`src/design/tbec_pkg.sv`:
```
// Package for the tree balanced edge cut unit: item types, codes and the control program.
`default_nettype none

package tbec_pkg;

  // Fixed field widths of the channel items.
  localparam int WEIGHT_W = 16;
  localparam int PAR_W    = 6;
  localparam int DIFF_W   = 22;
  localparam int COUNT_W  = 6;
  localparam int ERR_W    = 2;
  localparam int UPC_W    = 5;

  localparam logic [DIFF_W-1:0]  DIFF_MAX  = '1;
  localparam logic [COUNT_W-1:0] COUNT_MAX = '1;

  typedef enum logic [ERR_W-1:0] {
    ERR_NONE     = 2'd0,
    ERR_ORDER    = 2'd1,
    ERR_OVERFLOW = 2'd2
  } err_code_t;

  typedef enum logic {
    KIND_SUMMARY = 1'b0,
    KIND_EDGE    = 1'b1
  } item_kind_t;

  typedef struct packed {
    logic [WEIGHT_W-1:0] node_weight;
    logic [PAR_W-1:0]    parent_index;
    logic                last_node;
  } node_item_t;

  typedef struct packed {
    item_kind_t          item_kind;
    logic [DIFF_W-1:0]   min_difference;
    logic [COUNT_W-1:0]  edge_count;
    logic [PAR_W-1:0]    cut_parent;
    logic [PAR_W-1:0]    cut_child;
    err_code_t           error_code;
    logic                last_result;
  } result_item_t;

  // Datapath operation selected by one control word.
  typedef enum logic [3:0] {
    OP_NOP,
    OP_LOAD,
    OP_REV_INIT,
    OP_READ,
    OP_REV_FETCH,
    OP_REV_WRITE,
    OP_MIN_INIT,
    OP_DIFF,
    OP_MIN_UPDATE,
    OP_EMIT_SUMMARY,
    OP_EDGE_INIT,
    OP_IDX_INC,
    OP_EMIT_EDGE,
    OP_CLEAR,
    OP_EMIT_ERROR
  } op_t;

  // Condition that keeps the step counter on the current step.
  typedef enum logic {
    HOLD_NONE,
    HOLD_OUT
  } hold_t;

  // Condition for taking the jump target instead of the next step.
  typedef enum logic [3:0] {
    J_NEVER,
    J_ALWAYS,
    J_NOT_START,
    J_ERR,
    J_IDX_ZERO,
    J_IDX_END,
    J_NO_EDGES,
    J_DIFF_NE,
    J_NOT_FIN
  } jump_t;

  typedef struct packed {
    op_t              op;
    hold_t            hold;
    jump_t            jump;
    logic [UPC_W-1:0] target;
  } ucode_t;

  // Step addresses of the control program.
  localparam logic [UPC_W-1:0] ST_LOAD      = 5'd0;
  localparam logic [UPC_W-1:0] ST_CHECK     = 5'd1;
  localparam logic [UPC_W-1:0] ST_REV_TEST  = 5'd2;
  localparam logic [UPC_W-1:0] ST_REV_RD    = 5'd3;
  localparam logic [UPC_W-1:0] ST_REV_FETCH = 5'd4;
  localparam logic [UPC_W-1:0] ST_REV_WR    = 5'd5;
  localparam logic [UPC_W-1:0] ST_MIN_INIT  = 5'd6;
  localparam logic [UPC_W-1:0] ST_MIN_TEST  = 5'd7;
  localparam logic [UPC_W-1:0] ST_MIN_RD    = 5'd8;
  localparam logic [UPC_W-1:0] ST_MIN_DIFF  = 5'd9;
  localparam logic [UPC_W-1:0] ST_MIN_CMP   = 5'd10;
  localparam logic [UPC_W-1:0] ST_SUMMARY   = 5'd11;
  localparam logic [UPC_W-1:0] ST_EDGE_INIT = 5'd12;
  localparam logic [UPC_W-1:0] ST_EDGE_TEST = 5'd13;
  localparam logic [UPC_W-1:0] ST_EDGE_RD   = 5'd14;
  localparam logic [UPC_W-1:0] ST_EDGE_DIFF = 5'd15;
  localparam logic [UPC_W-1:0] ST_EDGE_CHK  = 5'd16;
  localparam logic [UPC_W-1:0] ST_EDGE_EMIT = 5'd17;
  localparam logic [UPC_W-1:0] ST_FINISH    = 5'd18;
  localparam logic [UPC_W-1:0] ST_ERROR     = 5'd19;

  function automatic ucode_t uword(input op_t op, input hold_t hold, input jump_t jump,
                                   input logic [UPC_W-1:0] target);
    ucode_t w;
    w.op     = op;
    w.hold   = hold;
    w.jump   = jump;
    w.target = target;
    return w;
  endfunction

  // Control store: one word per step.
  function automatic ucode_t ucode_rom(input logic [UPC_W-1:0] pc);
    ucode_t w;
    case (pc)
      // Take nodes until the last one arrives.
      ST_LOAD:      w = uword(OP_LOAD,         HOLD_NONE, J_NOT_START, ST_LOAD);
      ST_CHECK:     w = uword(OP_REV_INIT,     HOLD_NONE, J_ERR,       ST_ERROR);
      // Reverse pass: add each subtree sum into its parent.
      ST_REV_TEST:  w = uword(OP_NOP,          HOLD_NONE, J_IDX_ZERO,  ST_MIN_INIT);
      ST_REV_RD:    w = uword(OP_READ,         HOLD_NONE, J_NEVER,     ST_LOAD);
      ST_REV_FETCH: w = uword(OP_REV_FETCH,    HOLD_NONE, J_NEVER,     ST_LOAD);
      ST_REV_WR:    w = uword(OP_REV_WRITE,    HOLD_NONE, J_ALWAYS,    ST_REV_TEST);
      // Minimum pass: least difference and its multiplicity together.
      ST_MIN_INIT:  w = uword(OP_MIN_INIT,     HOLD_NONE, J_NEVER,     ST_LOAD);
      ST_MIN_TEST:  w = uword(OP_NOP,          HOLD_NONE, J_IDX_END,   ST_SUMMARY);
      ST_MIN_RD:    w = uword(OP_READ,         HOLD_NONE, J_NEVER,     ST_LOAD);
      ST_MIN_DIFF:  w = uword(OP_DIFF,         HOLD_NONE, J_NEVER,     ST_LOAD);
      ST_MIN_CMP:   w = uword(OP_MIN_UPDATE,   HOLD_NONE, J_ALWAYS,    ST_MIN_TEST);
      ST_SUMMARY:   w = uword(OP_EMIT_SUMMARY, HOLD_OUT,  J_NO_EDGES,  ST_FINISH);
      // Emit pass: one item for each edge that reaches the minimum.
      ST_EDGE_INIT: w = uword(OP_EDGE_INIT,    HOLD_NONE, J_NEVER,     ST_LOAD);
      ST_EDGE_TEST: w = uword(OP_NOP,          HOLD_NONE, J_IDX_END,   ST_FINISH);
      ST_EDGE_RD:   w = uword(OP_READ,         HOLD_NONE, J_NEVER,     ST_LOAD);
      ST_EDGE_DIFF: w = uword(OP_DIFF,         HOLD_NONE, J_NEVER,     ST_LOAD);
      ST_EDGE_CHK:  w = uword(OP_IDX_INC,      HOLD_NONE, J_DIFF_NE,   ST_EDGE_TEST);
      ST_EDGE_EMIT: w = uword(OP_EMIT_EDGE,    HOLD_OUT,  J_NOT_FIN,   ST_EDGE_TEST);
      ST_FINISH:    w = uword(OP_CLEAR,        HOLD_NONE, J_ALWAYS,    ST_LOAD);
      ST_ERROR:     w = uword(OP_EMIT_ERROR,   HOLD_OUT,  J_ALWAYS,    ST_FINISH);
      default:      w = uword(OP_NOP,          HOLD_NONE, J_ALWAYS,    ST_LOAD);
    endcase
    return w;
  endfunction

endpackage

`default_nettype wire

```
`src/design/tbec_if.sv`:
```
// Valid/ready channel interfaces for tree nodes and cut results.
`default_nettype none

interface tbec_node_if;
  import tbec_pkg::*;

  logic       valid;
  logic       ready;
  node_item_t data;

  modport source (output valid, output data, input ready);
  modport sink (input valid, input data, output ready);
endinterface

interface tbec_result_if;
  import tbec_pkg::*;

  logic         valid;
  logic         ready;
  result_item_t data;

  modport source (output valid, output data, input ready);
  modport sink (input valid, input data, output ready);
endinterface

`default_nettype wire

```
`src/design/tree_balanced_edge_cut_unit.sv`:
```
// Top level of the tree balanced edge cut unit: microcoded sequencer and its datapath.
//
//   Channel  Dir  Item                        Accepted when
//   node     in   weight, parent, last flag   node.valid && node.ready
//   result   out  summary or edge item        result.valid && result.ready
//
// The load step takes non-last nodes. The last node starts the program: a check step,
// which goes to an error item if a flag is set, then a reverse pass for the subtree
// sums, a minimum pass and an emit pass over the edges with an emit step for each
// result item, and a final clear. The node channel is ready only on the load step and
// never during reset. The result register holds an item until it is taken, and the
// program holds on an emit step while it is full. Reset is synchronous.
`default_nettype none

module tree_balanced_edge_cut_unit #(
  parameter int MAX_NODES   = 64,
  parameter int WEIGHT_BITS = 16
) (
  input  wire              clk,
  input  wire              rst,
  tbec_node_if.sink        node,
  tbec_result_if.source    result
);
  import tbec_pkg::*;

  localparam int IDX_W  = $clog2(MAX_NODES);
  localparam int CNT_W  = $clog2(MAX_NODES + 1);
  localparam int EW     = (WEIGHT_BITS < WEIGHT_W) ? WEIGHT_BITS : WEIGHT_W;
  localparam int SUM_W  = EW + IDX_W;
  localparam int D_W    = SUM_W + 1;
  localparam int PC_W   = (CNT_W > PAR_W) ? CNT_W : PAR_W;
  localparam int DS_W   = (SUM_W > DIFF_W) ? SUM_W : DIFF_W;
  localparam int CS_W   = (IDX_W > COUNT_W) ? IDX_W : COUNT_W;

  // Sequencer.
  logic [UPC_W-1:0] pc, pc_next;
  ucode_t           uc;
  logic             hold_now, take, go, start;

  // Run state.
  logic [CNT_W-1:0] count;
  logic [SUM_W-1:0] total;
  logic [1:0]       err_flags;

  // Datapath registers.
  logic [CNT_W-1:0]   idx;
  logic [SUM_W-1:0]   s_i;
  logic [IDX_W-1:0]   p_reg;
  logic [SUM_W-1:0]   diff;
  logic [SUM_W-1:0]   best;
  logic [IDX_W-1:0]   cnt;
  logic [COUNT_W-1:0] k;
  logic [IDX_W-1:0]   child;
  logic [PAR_W-1:0]   edge_par;

  // Memories.
  logic [SUM_W-1:0] sum_mem [MAX_NODES];
  logic [PAR_W-1:0] par_mem [MAX_NODES];
  logic [SUM_W-1:0] sum_q;
  logic [PAR_W-1:0] par_q;
  logic             rd_en, sum_we, par_we;
  logic [IDX_W-1:0] rd_addr, wr_addr;
  logic [SUM_W-1:0] sum_wdata;
  logic [PAR_W-1:0] par_wdata;

  // Combinational helpers.
  logic             out_valid, out_busy;
  result_item_t     out_data;
  logic [EW-1:0]    w_eff;
  logic [PAR_W-1:0] p_in;
  logic             room;
  logic [D_W-1:0]   dbl, tot_x;
  logic [SUM_W-1:0] diff_abs;
  logic [DIFF_W-1:0]  best_sat;
  logic [COUNT_W-1:0] cnt_sat, k_inc;
  logic               fin;

  assign start    = node.valid && node.ready && node.data.last_node;
  assign out_busy = out_valid && !result.ready;
  assign node.ready   = (uc.op == OP_LOAD) && !rst;
  assign result.valid = out_valid;
  assign result.data  = out_data;

  assign w_eff = node.data.node_weight[EW-1:0];
  assign p_in  = (count == '0) ? '0 : node.data.parent_index;
  assign room  = (count < CNT_W'(MAX_NODES));

  // Absolute difference of the two parts is |2*sum - total|.
  assign dbl      = {sum_q, 1'b0};
  assign tot_x    = D_W'(total);
  assign diff_abs = (dbl >= tot_x) ? SUM_W'(dbl - tot_x) : SUM_W'(tot_x - dbl);

  assign best_sat = (DS_W'(best) > DS_W'(DIFF_MAX)) ? DIFF_MAX : DIFF_W'(best);
  assign cnt_sat  = (CS_W'(cnt) > CS_W'(COUNT_MAX)) ? COUNT_MAX : COUNT_W'(cnt);
  assign k_inc    = k + COUNT_W'(1);
  assign fin      = (k_inc == cnt_sat);

  // Step counter: hold, jump or advance.
  always_comb begin
    uc       = ucode_rom(pc);
    hold_now = (uc.hold == HOLD_OUT) && out_busy;
    go       = !hold_now;
    case (uc.jump)
      J_NEVER:     take = 1'b0;
      J_ALWAYS:    take = 1'b1;
      J_NOT_START: take = !start;
      J_ERR:       take = (err_flags != 2'b00);
      J_IDX_ZERO:  take = (idx == '0);
      J_IDX_END:   take = (idx >= count);
      J_NO_EDGES:  take = (cnt == '0);
      J_DIFF_NE:   take = (diff != best);
      J_NOT_FIN:   take = !fin;
      default:     take = 1'b0;
    endcase
    if (hold_now) begin
      pc_next = pc;
    end else if (take) begin
      pc_next = uc.target;
    end else begin
      pc_next = pc + UPC_W'(1);
    end
  end

  always_ff @(posedge clk) begin
    if (rst) begin
      pc <= ST_LOAD;
    end else begin
      pc <= pc_next;
    end
  end

  // Memory port controls.
  always_comb begin
    rd_en     = 1'b0;
    rd_addr   = idx[IDX_W-1:0];
    sum_we    = 1'b0;
    par_we    = 1'b0;
    wr_addr   = count[IDX_W-1:0];
    sum_wdata = SUM_W'(w_eff);
    par_wdata = p_in;
    case (uc.op)
      OP_LOAD: begin
        sum_we = node.valid && room;
        par_we = node.valid && room;
      end
      OP_READ: begin
        rd_en = 1'b1;
      end
      OP_REV_FETCH: begin
        rd_en   = 1'b1;
        rd_addr = IDX_W'(par_q);
      end
      OP_REV_WRITE: begin
        sum_we    = 1'b1;
        wr_addr   = p_reg;
        sum_wdata = sum_q + s_i;
      end
      default: begin
        rd_en = 1'b0;
      end
    endcase
  end

  // Subtree sum and parent stores.
  always_ff @(posedge clk) begin
    if (sum_we) begin
      sum_mem[wr_addr] <= sum_wdata;
    end
    if (par_we) begin
      par_mem[wr_addr] <= par_wdata;
    end
    if (rd_en) begin
      sum_q <= sum_mem[rd_addr];
      par_q <= par_mem[rd_addr];
    end
  end

  // Run state: node count, total weight and error flags.
  always_ff @(posedge clk) begin
    if (rst) begin
      count     <= '0;
      total     <= '0;
      err_flags <= 2'b00;
    end else if (uc.op == OP_LOAD && node.valid) begin
      if (room) begin
        count <= count + CNT_W'(1);
        total <= total + SUM_W'(w_eff);
        if (count != '0 && PC_W'(node.data.parent_index) >= PC_W'(count)) begin
          err_flags[0] <= 1'b1;
        end
      end else begin
        err_flags[1] <= 1'b1;
      end
    end else if (uc.op == OP_CLEAR) begin
      count     <= '0;
      total     <= '0;
      err_flags <= 2'b00;
    end
  end

  // Datapath registers driven by the control word.
  always_ff @(posedge clk) begin
    case (uc.op)
      OP_REV_INIT: begin
        idx <= count - CNT_W'(1);
      end
      OP_REV_FETCH: begin
        s_i   <= sum_q;
        p_reg <= IDX_W'(par_q);
      end
      OP_REV_WRITE: begin
        idx <= idx - CNT_W'(1);
      end
      OP_MIN_INIT: begin
        idx  <= CNT_W'(1);
        best <= total;
        cnt  <= '0;
      end
      OP_DIFF: begin
        diff     <= diff_abs;
        child    <= idx[IDX_W-1:0];
        edge_par <= par_q;
      end
      OP_MIN_UPDATE: begin
        idx <= idx + CNT_W'(1);
        if (diff < best) begin
          best <= diff;
          cnt  <= IDX_W'(1);
        end else if (diff == best) begin
          cnt <= cnt + IDX_W'(1);
        end
      end
      OP_EDGE_INIT: begin
        idx <= CNT_W'(1);
        k   <= '0;
      end
      OP_IDX_INC: begin
        idx <= idx + CNT_W'(1);
      end
      OP_EMIT_EDGE: begin
        if (go) begin
          k <= k_inc;
        end
      end
      default: begin
        k <= k;
      end
    endcase
  end

  // Result register.
  always_ff @(posedge clk) begin
    if (rst) begin
      out_valid <= 1'b0;
    end else if (go && (uc.op == OP_EMIT_SUMMARY || uc.op == OP_EMIT_EDGE ||
                        uc.op == OP_EMIT_ERROR)) begin
      out_valid <= 1'b1;
    end else if (result.ready) begin
      out_valid <= 1'b0;
    end
  end

  always_ff @(posedge clk) begin
    if (go) begin
      case (uc.op)
        OP_EMIT_SUMMARY: begin
          out_data.item_kind      <= KIND_SUMMARY;
          out_data.min_difference <= best_sat;
          out_data.edge_count     <= cnt_sat;
          out_data.cut_parent     <= '0;
          out_data.cut_child      <= '0;
          out_data.error_code     <= ERR_NONE;
          out_data.last_result    <= (cnt == '0);
        end
        OP_EMIT_EDGE: begin
          out_data.item_kind      <= KIND_EDGE;
          out_data.min_difference <= best_sat;
          out_data.edge_count     <= cnt_sat;
          out_data.cut_parent     <= edge_par;
          out_data.cut_child      <= PAR_W'(child);
          out_data.error_code     <= ERR_NONE;
          out_data.last_result    <= fin;
        end
        OP_EMIT_ERROR: begin
          out_data.item_kind      <= KIND_SUMMARY;
          out_data.min_difference <= '0;
          out_data.edge_count     <= '0;
          out_data.cut_parent     <= '0;
          out_data.cut_child      <= '0;
          out_data.error_code     <= err_flags[0] ? ERR_ORDER : ERR_OVERFLOW;
          out_data.last_result    <= 1'b1;
        end
        default: begin
          out_data <= out_data;
        end
      endcase
    end
  end

endmodule

`default_nettype wire
```
`src/flat_wrapper.sv`:
```
// flat-port wrapper written by rule: the top's interface ports become plain ports
module tree_balanced_edge_cut_unit_flat import tbec_pkg::*;
#(
  parameter int MAX_NODES   = 64,
  parameter int WEIGHT_BITS = 16
)
  (clk, rst, node_valid, node_data, node_ready, result_valid, result_data, result_ready);
  tbec_node_if node_i ();
  tbec_result_if result_i ();
  input  wire clk;
  input  wire rst;
  input wire logic [$bits(node_i.valid)-1:0] node_valid;
  input wire logic [$bits(node_i.data)-1:0] node_data;
  output wire logic [$bits(node_i.ready)-1:0] node_ready;
  output wire logic [$bits(result_i.valid)-1:0] result_valid;
  output wire logic [$bits(result_i.data)-1:0] result_data;
  input wire logic [$bits(result_i.ready)-1:0] result_ready;
  assign node_i.valid = node_valid;
  assign node_i.data = node_data;
  assign node_ready = node_i.ready;
  assign result_valid = result_i.valid;
  assign result_data = result_i.data;
  assign result_i.ready = result_ready;
  tree_balanced_edge_cut_unit #(.MAX_NODES(MAX_NODES), .WEIGHT_BITS(WEIGHT_BITS)) u_core (.clk(clk), .rst(rst), .node(node_i), .result(result_i));
endmodule
```
`config.mk`:
```
export PLATFORM = sky130hd
export DESIGN_NAME = tree_balanced_edge_cut_unit_flat
export DESIGN_NICKNAME = d
export VERILOG_FILES = /design/src/design/tbec_pkg.sv /design/src/design/tbec_if.sv /design/src/design/tree_balanced_edge_cut_unit.sv /design/src/flat_wrapper.sv
export SDC_FILE = /design/constraint.sdc
export NUM_CORES = 2
export LEC_CHECK = 0
export BUFFER_PORTS_ARGS = -buffer_cell sky130_fd_sc_hd__buf_2
export CAP_MARGIN = 20
export CELL_PAD_IN_SITES_DETAIL_PLACEMENT = 0
export CELL_PAD_IN_SITES_GLOBAL_PLACEMENT = 1
export CORE_MARGIN = 2
export CORE_UTILIZATION = 50
export CTS_CLUSTER_SIZE = 12
export DETAILED_ROUTE_END_ITERATION = 7
export PLACE_DENSITY_LB_ADDON = 0.1
export SLEW_MARGIN = 20
export SYNTH_ARGS = -nofsm -noshare
export SYNTH_HDL_FRONTEND = slang
export SYNTH_SLANG_ARGS = --single-unit
```
`constraint.sdc`:
```
create_clock -name clk -period 6.1 [get_ports clk]
set_clock_uncertainty 0.1 [all_clocks]
set_input_delay 0.305 -clock clk [delete_from_list [all_inputs] [get_ports clk]]
set_output_delay 0.305 -clock clk [all_outputs]
set_load 0.005 [all_outputs]
```
==> impl.org <==
** Drt
- Number of DRC violations after detailed routing :: 0
- Wires add up to 215000 um.
- Vias per cell :: 6.10
- Total number of vias :: 44400
- In the final routed layout, each cell accounts on average for 29.5 um.
- Antenna Nets Post-Route :: 0
- In this run, the number of DRC markers left after iteration 0 of detailed routing was 4416.
- The first TritonRoute pass finished after 7 iterations.

** Timing
- The worst pin sits at a relative slew slack of 29.0%.
- Period minus WS final :: 5.01 ns
- The number of pins with negative max-slew slack in the final report is 0.
- Worst slew pin tran :: 1.06 ns
- Summed over all failing endpoints, the final setup total negative slack is 0 ns.
- Setup violations remaining at the end of the flow were counted as 0.
- Final critical-path share of the clock period :: 82.1%
- Hold Vio Cnt, Final :: 0
- Derived from the worst setup path, the maximum achievable clock frequency is 200 MHz.
- Setup repair after global routing left no endpoint under its margin.

** Critical path
- Startpoint types :: flop
- Data arrival time at the worst-slack endpoint :: 5.45 ns
- Reg-to-reg slack, setup :: 1.09 ns
- STA puts the critical path data required time at 6.55 ns.
- In this run the worst path has a maximum fanout of 55.
- The critical path is of the flop to flop type.
- STA classifies the critical path endpoint as a flop.

** Synth
- Cells after synthesis :: 4672
- Main flop type after synthesis :: sky130_fd_sc_hd__edfxtp_1
- The average instance in the mapped netlist occupies 17.8 um^2.
- Counting flops with a built-in enable in the synthesized netlist gives 1967.
- Counting every net in the synthesized netlist gives 4833.
- After synthesis, flip-flops and latches occupy 72.1% of the total area.
- Count of unique library cells instantiated by Yosys :: 82
- Summing every instance area after synthesis gives 83400 um^2.
- Share of synthesized flip-flops with an asynchronous set or reset :: 0%
- Number of synthesis warnings :: 0
- Counting flops and latches in the post-synthesis netlist gives 2018.

** Placement
- The congestion estimate from routability-driven global placement came to 0.855.
- Detailed placement finished with a half-perimeter wire length of 130000 um.
- Inst Count DP :: 6889
- During placement, the flow inserted port buffers numbering 72.

** Floorplanning
- The die is 412 um tall.
- In this run the count of I/O pins placed on the die edge is 73.
- Core region area :: 165000 um^2
- For this configuration, the core starts out at a cell density of 50.4%.
- The floorplan step set the die width to 412 um.
- Die outline area :: 170000 um^2
- In this run the core area contains 149 standard-cell rows.

** Cells and area
- After the last flow step, the layout net total stands at 5104.
- The layout has 12600 filler cells.
- The register with the most flip-flops in the layout has 1408 of them.
- Non-Filler Instances :: 7280
- Summing all flip-flop and latch instances after layout gives 60100 um^2.
- Multi-input gate area :: 22300 um^2
- Measured on the finished design, the core utilization comes to 57.0%.
- Counting flops per register, the top entry is u_core.sum_mem.
- Area growth syn-to-layout :: 13.0%
- Most common cell after layout, fill and taps aside :: sky130_fd_sc_hd__edfxtp_1
- The library cells used most frequently in the layout, excluding fill and tap cells, are sky130_fd_sc_hd__edfxtp_1 (1967), sky130_fd_sc_hd__mux4_2 (448), sky130_fd_sc_hd__nand2_1 (367).
- Of the cells placed in the final design, the portion with a size suffix greater than 1 is 21.9%.

** Pwr
- Of the total power, combinational logic draws 35.9%.
- Sequential Power Share :: 38.0%
- Power Internal :: 0.0295 W
- Switching part of the total power :: 34.6%
- For this design the total switching power over the nets is 0.0156 W.
- Part of the power in the clock network :: 26.1%
- The analysis attributes to cell leakage a power of 30.1 nW.
- IR Drop Worst-Case VDD :: 0.387 mV
- Power per cell area :: 479 nW/um^2

** Status
- Run status :: complete, no violations

** Clocking
- In this run, CTS created clock tree buffers numbering 208.
- The longest clock path from root to sink contains 3 buffers.
- Clock Pin Slew Worst Setup and Hold Paths :: 0.06 ns
- For the worst-skew pair, the clock arrives at the later sink with an insertion delay of 0.86 ns.
- Post-CTS timing repair inserted 0 buffers for setup.
- Clock sink count :: 2018
- Clock tree root driver cell :: sky130_fd_sc_hd__clkbuf_16
- Clock tree from TritonCTS :: yes
- The H-tree generated during clock tree synthesis spans 4 levels.

** GRT
- Overall fraction of global-route tracks in use :: 25.5%
- The via count of the first global-routing pass was 44300.
- Initial antenna violation count :: 2
- Pin count of the biggest net entering global routing :: 88
- Global route total overflow :: 0
- First-pass GRT wire length :: 311000 um

** Worst hold path
- The min-delay analysis places its worst path in the category input port to flop.

** Run
- Max-Cap Viols :: 0
Yosys cell counts (5+ instances only):
cell type,number,area share (%)
sky130_fd_sc_hd__buf_1,10,0.045
sky130_fd_sc_hd__nand2b_1,13,0.098
sky130_fd_sc_hd__a21o_1,41,0.37
sky130_fd_sc_hd__ha_1,129,1.9
sky130_fd_sc_hd__buf_2,52,0.31
sky130_fd_sc_hd__o22ai_1,7,0.053
sky130_fd_sc_hd__and3_1,7,0.053
sky130_fd_sc_hd__a221oi_1,5,0.053
sky130_fd_sc_hd__dfxtp_1,51,1.2
sky130_fd_sc_hd__a311oi_1,59,0.62
sky130_fd_sc_hd__inv_1,100,0.45
sky130_fd_sc_hd__nand3_1,51,0.31
sky130_fd_sc_hd__nor2b_1,21,0.16
sky130_fd_sc_hd__nor3b_1,11,0.099
sky130_fd_sc_hd__xor2_1,28,0.29
sky130_fd_sc_hd__a21oi_1,158,0.95
sky130_fd_sc_hd__a22oi_1,6,0.054
sky130_fd_sc_hd__mux2i_1,14,0.17
sky130_fd_sc_hd__xnor2_1,57,0.60
sky130_fd_sc_hd__buf_6,11,0.15
sky130_fd_sc_hd__o211ai_1,10,0.090
sky130_fd_sc_hd__edfxtp_1,1967,71
sky130_fd_sc_hd__buf_4,27,0.24
sky130_fd_sc_hd__clkbuf_1,151,0.68
sky130_fd_sc_hd__a211o_1,8,0.084
sky130_fd_sc_hd__nand2_1,369,1.7
sky130_fd_sc_hd__and2_1,164,1.2
sky130_fd_sc_hd__nor3_1,26,0.16
sky130_fd_sc_hd__mux2_2,7,0.095
sky130_fd_sc_hd__nand3b_1,10,0.090
sky130_fd_sc_hd__a211oi_1,147,1.3
sky130_fd_sc_hd__o21bai_1,7,0.063
sky130_fd_sc_hd__fa_1,5,0.12
sky130_fd_sc_hd__o31ai_1,20,0.18
sky130_fd_sc_hd__o21ai_0,83,0.50
sky130_fd_sc_hd__mux4_2,448,12
sky130_fd_sc_hd__a31oi_1,69,0.52
sky130_fd_sc_hd__nand4_1,11,0.083
sky130_fd_sc_hd__a21boi_0,6,0.054
sky130_fd_sc_hd__or3_1,8,0.060
sky130_fd_sc_hd__nor2_1,224,1.0
sky130_fd_sc_hd__o21a_1,12,0.11
worst max-delay path, stage by stage (launching register included):
cell and delay (ns):
sky130_fd_sc_hd__dfxtp_1 0.60, sky130_fd_sc_hd__nand2b_1 0.20, sky130_fd_sc_hd__nor3_2 0.37, sky130_fd_sc_hd__buf_4 0.56
sky130_fd_sc_hd__a21oi_4 0.13, sky130_fd_sc_hd__buf_12 0.20, sky130_fd_sc_hd__buf_12 0.24, sky130_fd_sc_hd__mux4_2 0.51
sky130_fd_sc_hd__and2_1 0.16, sky130_fd_sc_hd__a211oi_1 0.46, sky130_fd_sc_hd__buf_4 0.19, sky130_fd_sc_hd__a31oi_1 0.03
sky130_fd_sc_hd__a211oi_1 0.62, sky130_fd_sc_hd__a21oi_1 0.16
per-layer routing:
| layer | vias to the layer above | share of wire (%) | global-route usage [%] |
|---|---|---|---|
| li1 | 19200 | - | - |
| met1 | 23300 | 43 | 36.9 |
| met2 | 1579 | 48 | 40.3 |
| met3 | 288 | 6.8 | 4.21 |
| met4 | 0 | 2.4 | 7.02 |
| met5 | - | 0 | 0 |
power groups by stage:
stage,Clock [W],Combinational [W],Sequential [W]
2_1_floorplan,0,0.0105,0.0173
3_3_place_gp,0,0.0163,0.0174
3_5_place_dp,0,0.0163,0.0174
4_1_cts,0.0120,0.0164,0.0172
5_1_grt,0.0125,0.0174,0.0172
6_report,0.0118,0.0162,0.0172
through the flow:
step	setup WS (ns)	power, W	hold WS (ns)	area, um^2
global placement	1.13	0.0337	0.378	87700
global route	0.911	0.0471	0.113	94300
CTS	1.12	0.0455	0.0589	94200
floorplan	0.329	0.0278	0.345	83400
finish	1.09	0.0451	0.105	94300
detailed placement	1.14	0.0338	0.385	87700
area by class of cell:
| cell class | count | area share, % |
|---|---|---|
| sequential | 2018 | 63.8 |
| multi-input combinational | 2299 | 23.6 |
| clock buffer | 270 | 5.84 |
| tap | 2189 | 2.91 |
| timing repair buffer | 312 | 2.73 |
| clock inverter | 87 | 0.739 |
| inverter | 104 | 0.414 |
| antenna | 1 | 0.00265 |
logic make-up after synthesis:
family | synth area share (%)
AO/OA/AOI/OAI | 5.46
XOR/XNOR | 0.948
adder cells (fa/ha/maj) | 2.06
buffers and inverters | 1.90
flip-flops | 72.1
multiplexers | 12.4
AND/OR/NAND/NOR | 5.18
path summary, 6_finish.rpt:
check / endpoint / from / cells past startpoint
worst max-delay path: u_core.sum_q[0] / u_core.uc[12] / 13
worst min-delay path: u_core.par_mem[9][2] / node_data[3] / 2
worst max register to register: u_core.sum_q[0] / u_core.uc[12] / 13
worst min register to register: u_core.total[17] / u_core.total[17] / 2
what timing repair did:
action / CTS / global route
hold endpoints to repair: 46 / 0
hold buffers: 33 / 0
gates resized for setup: 0 / 0
No activity file was read; power rests on OpenSTA's default activity.
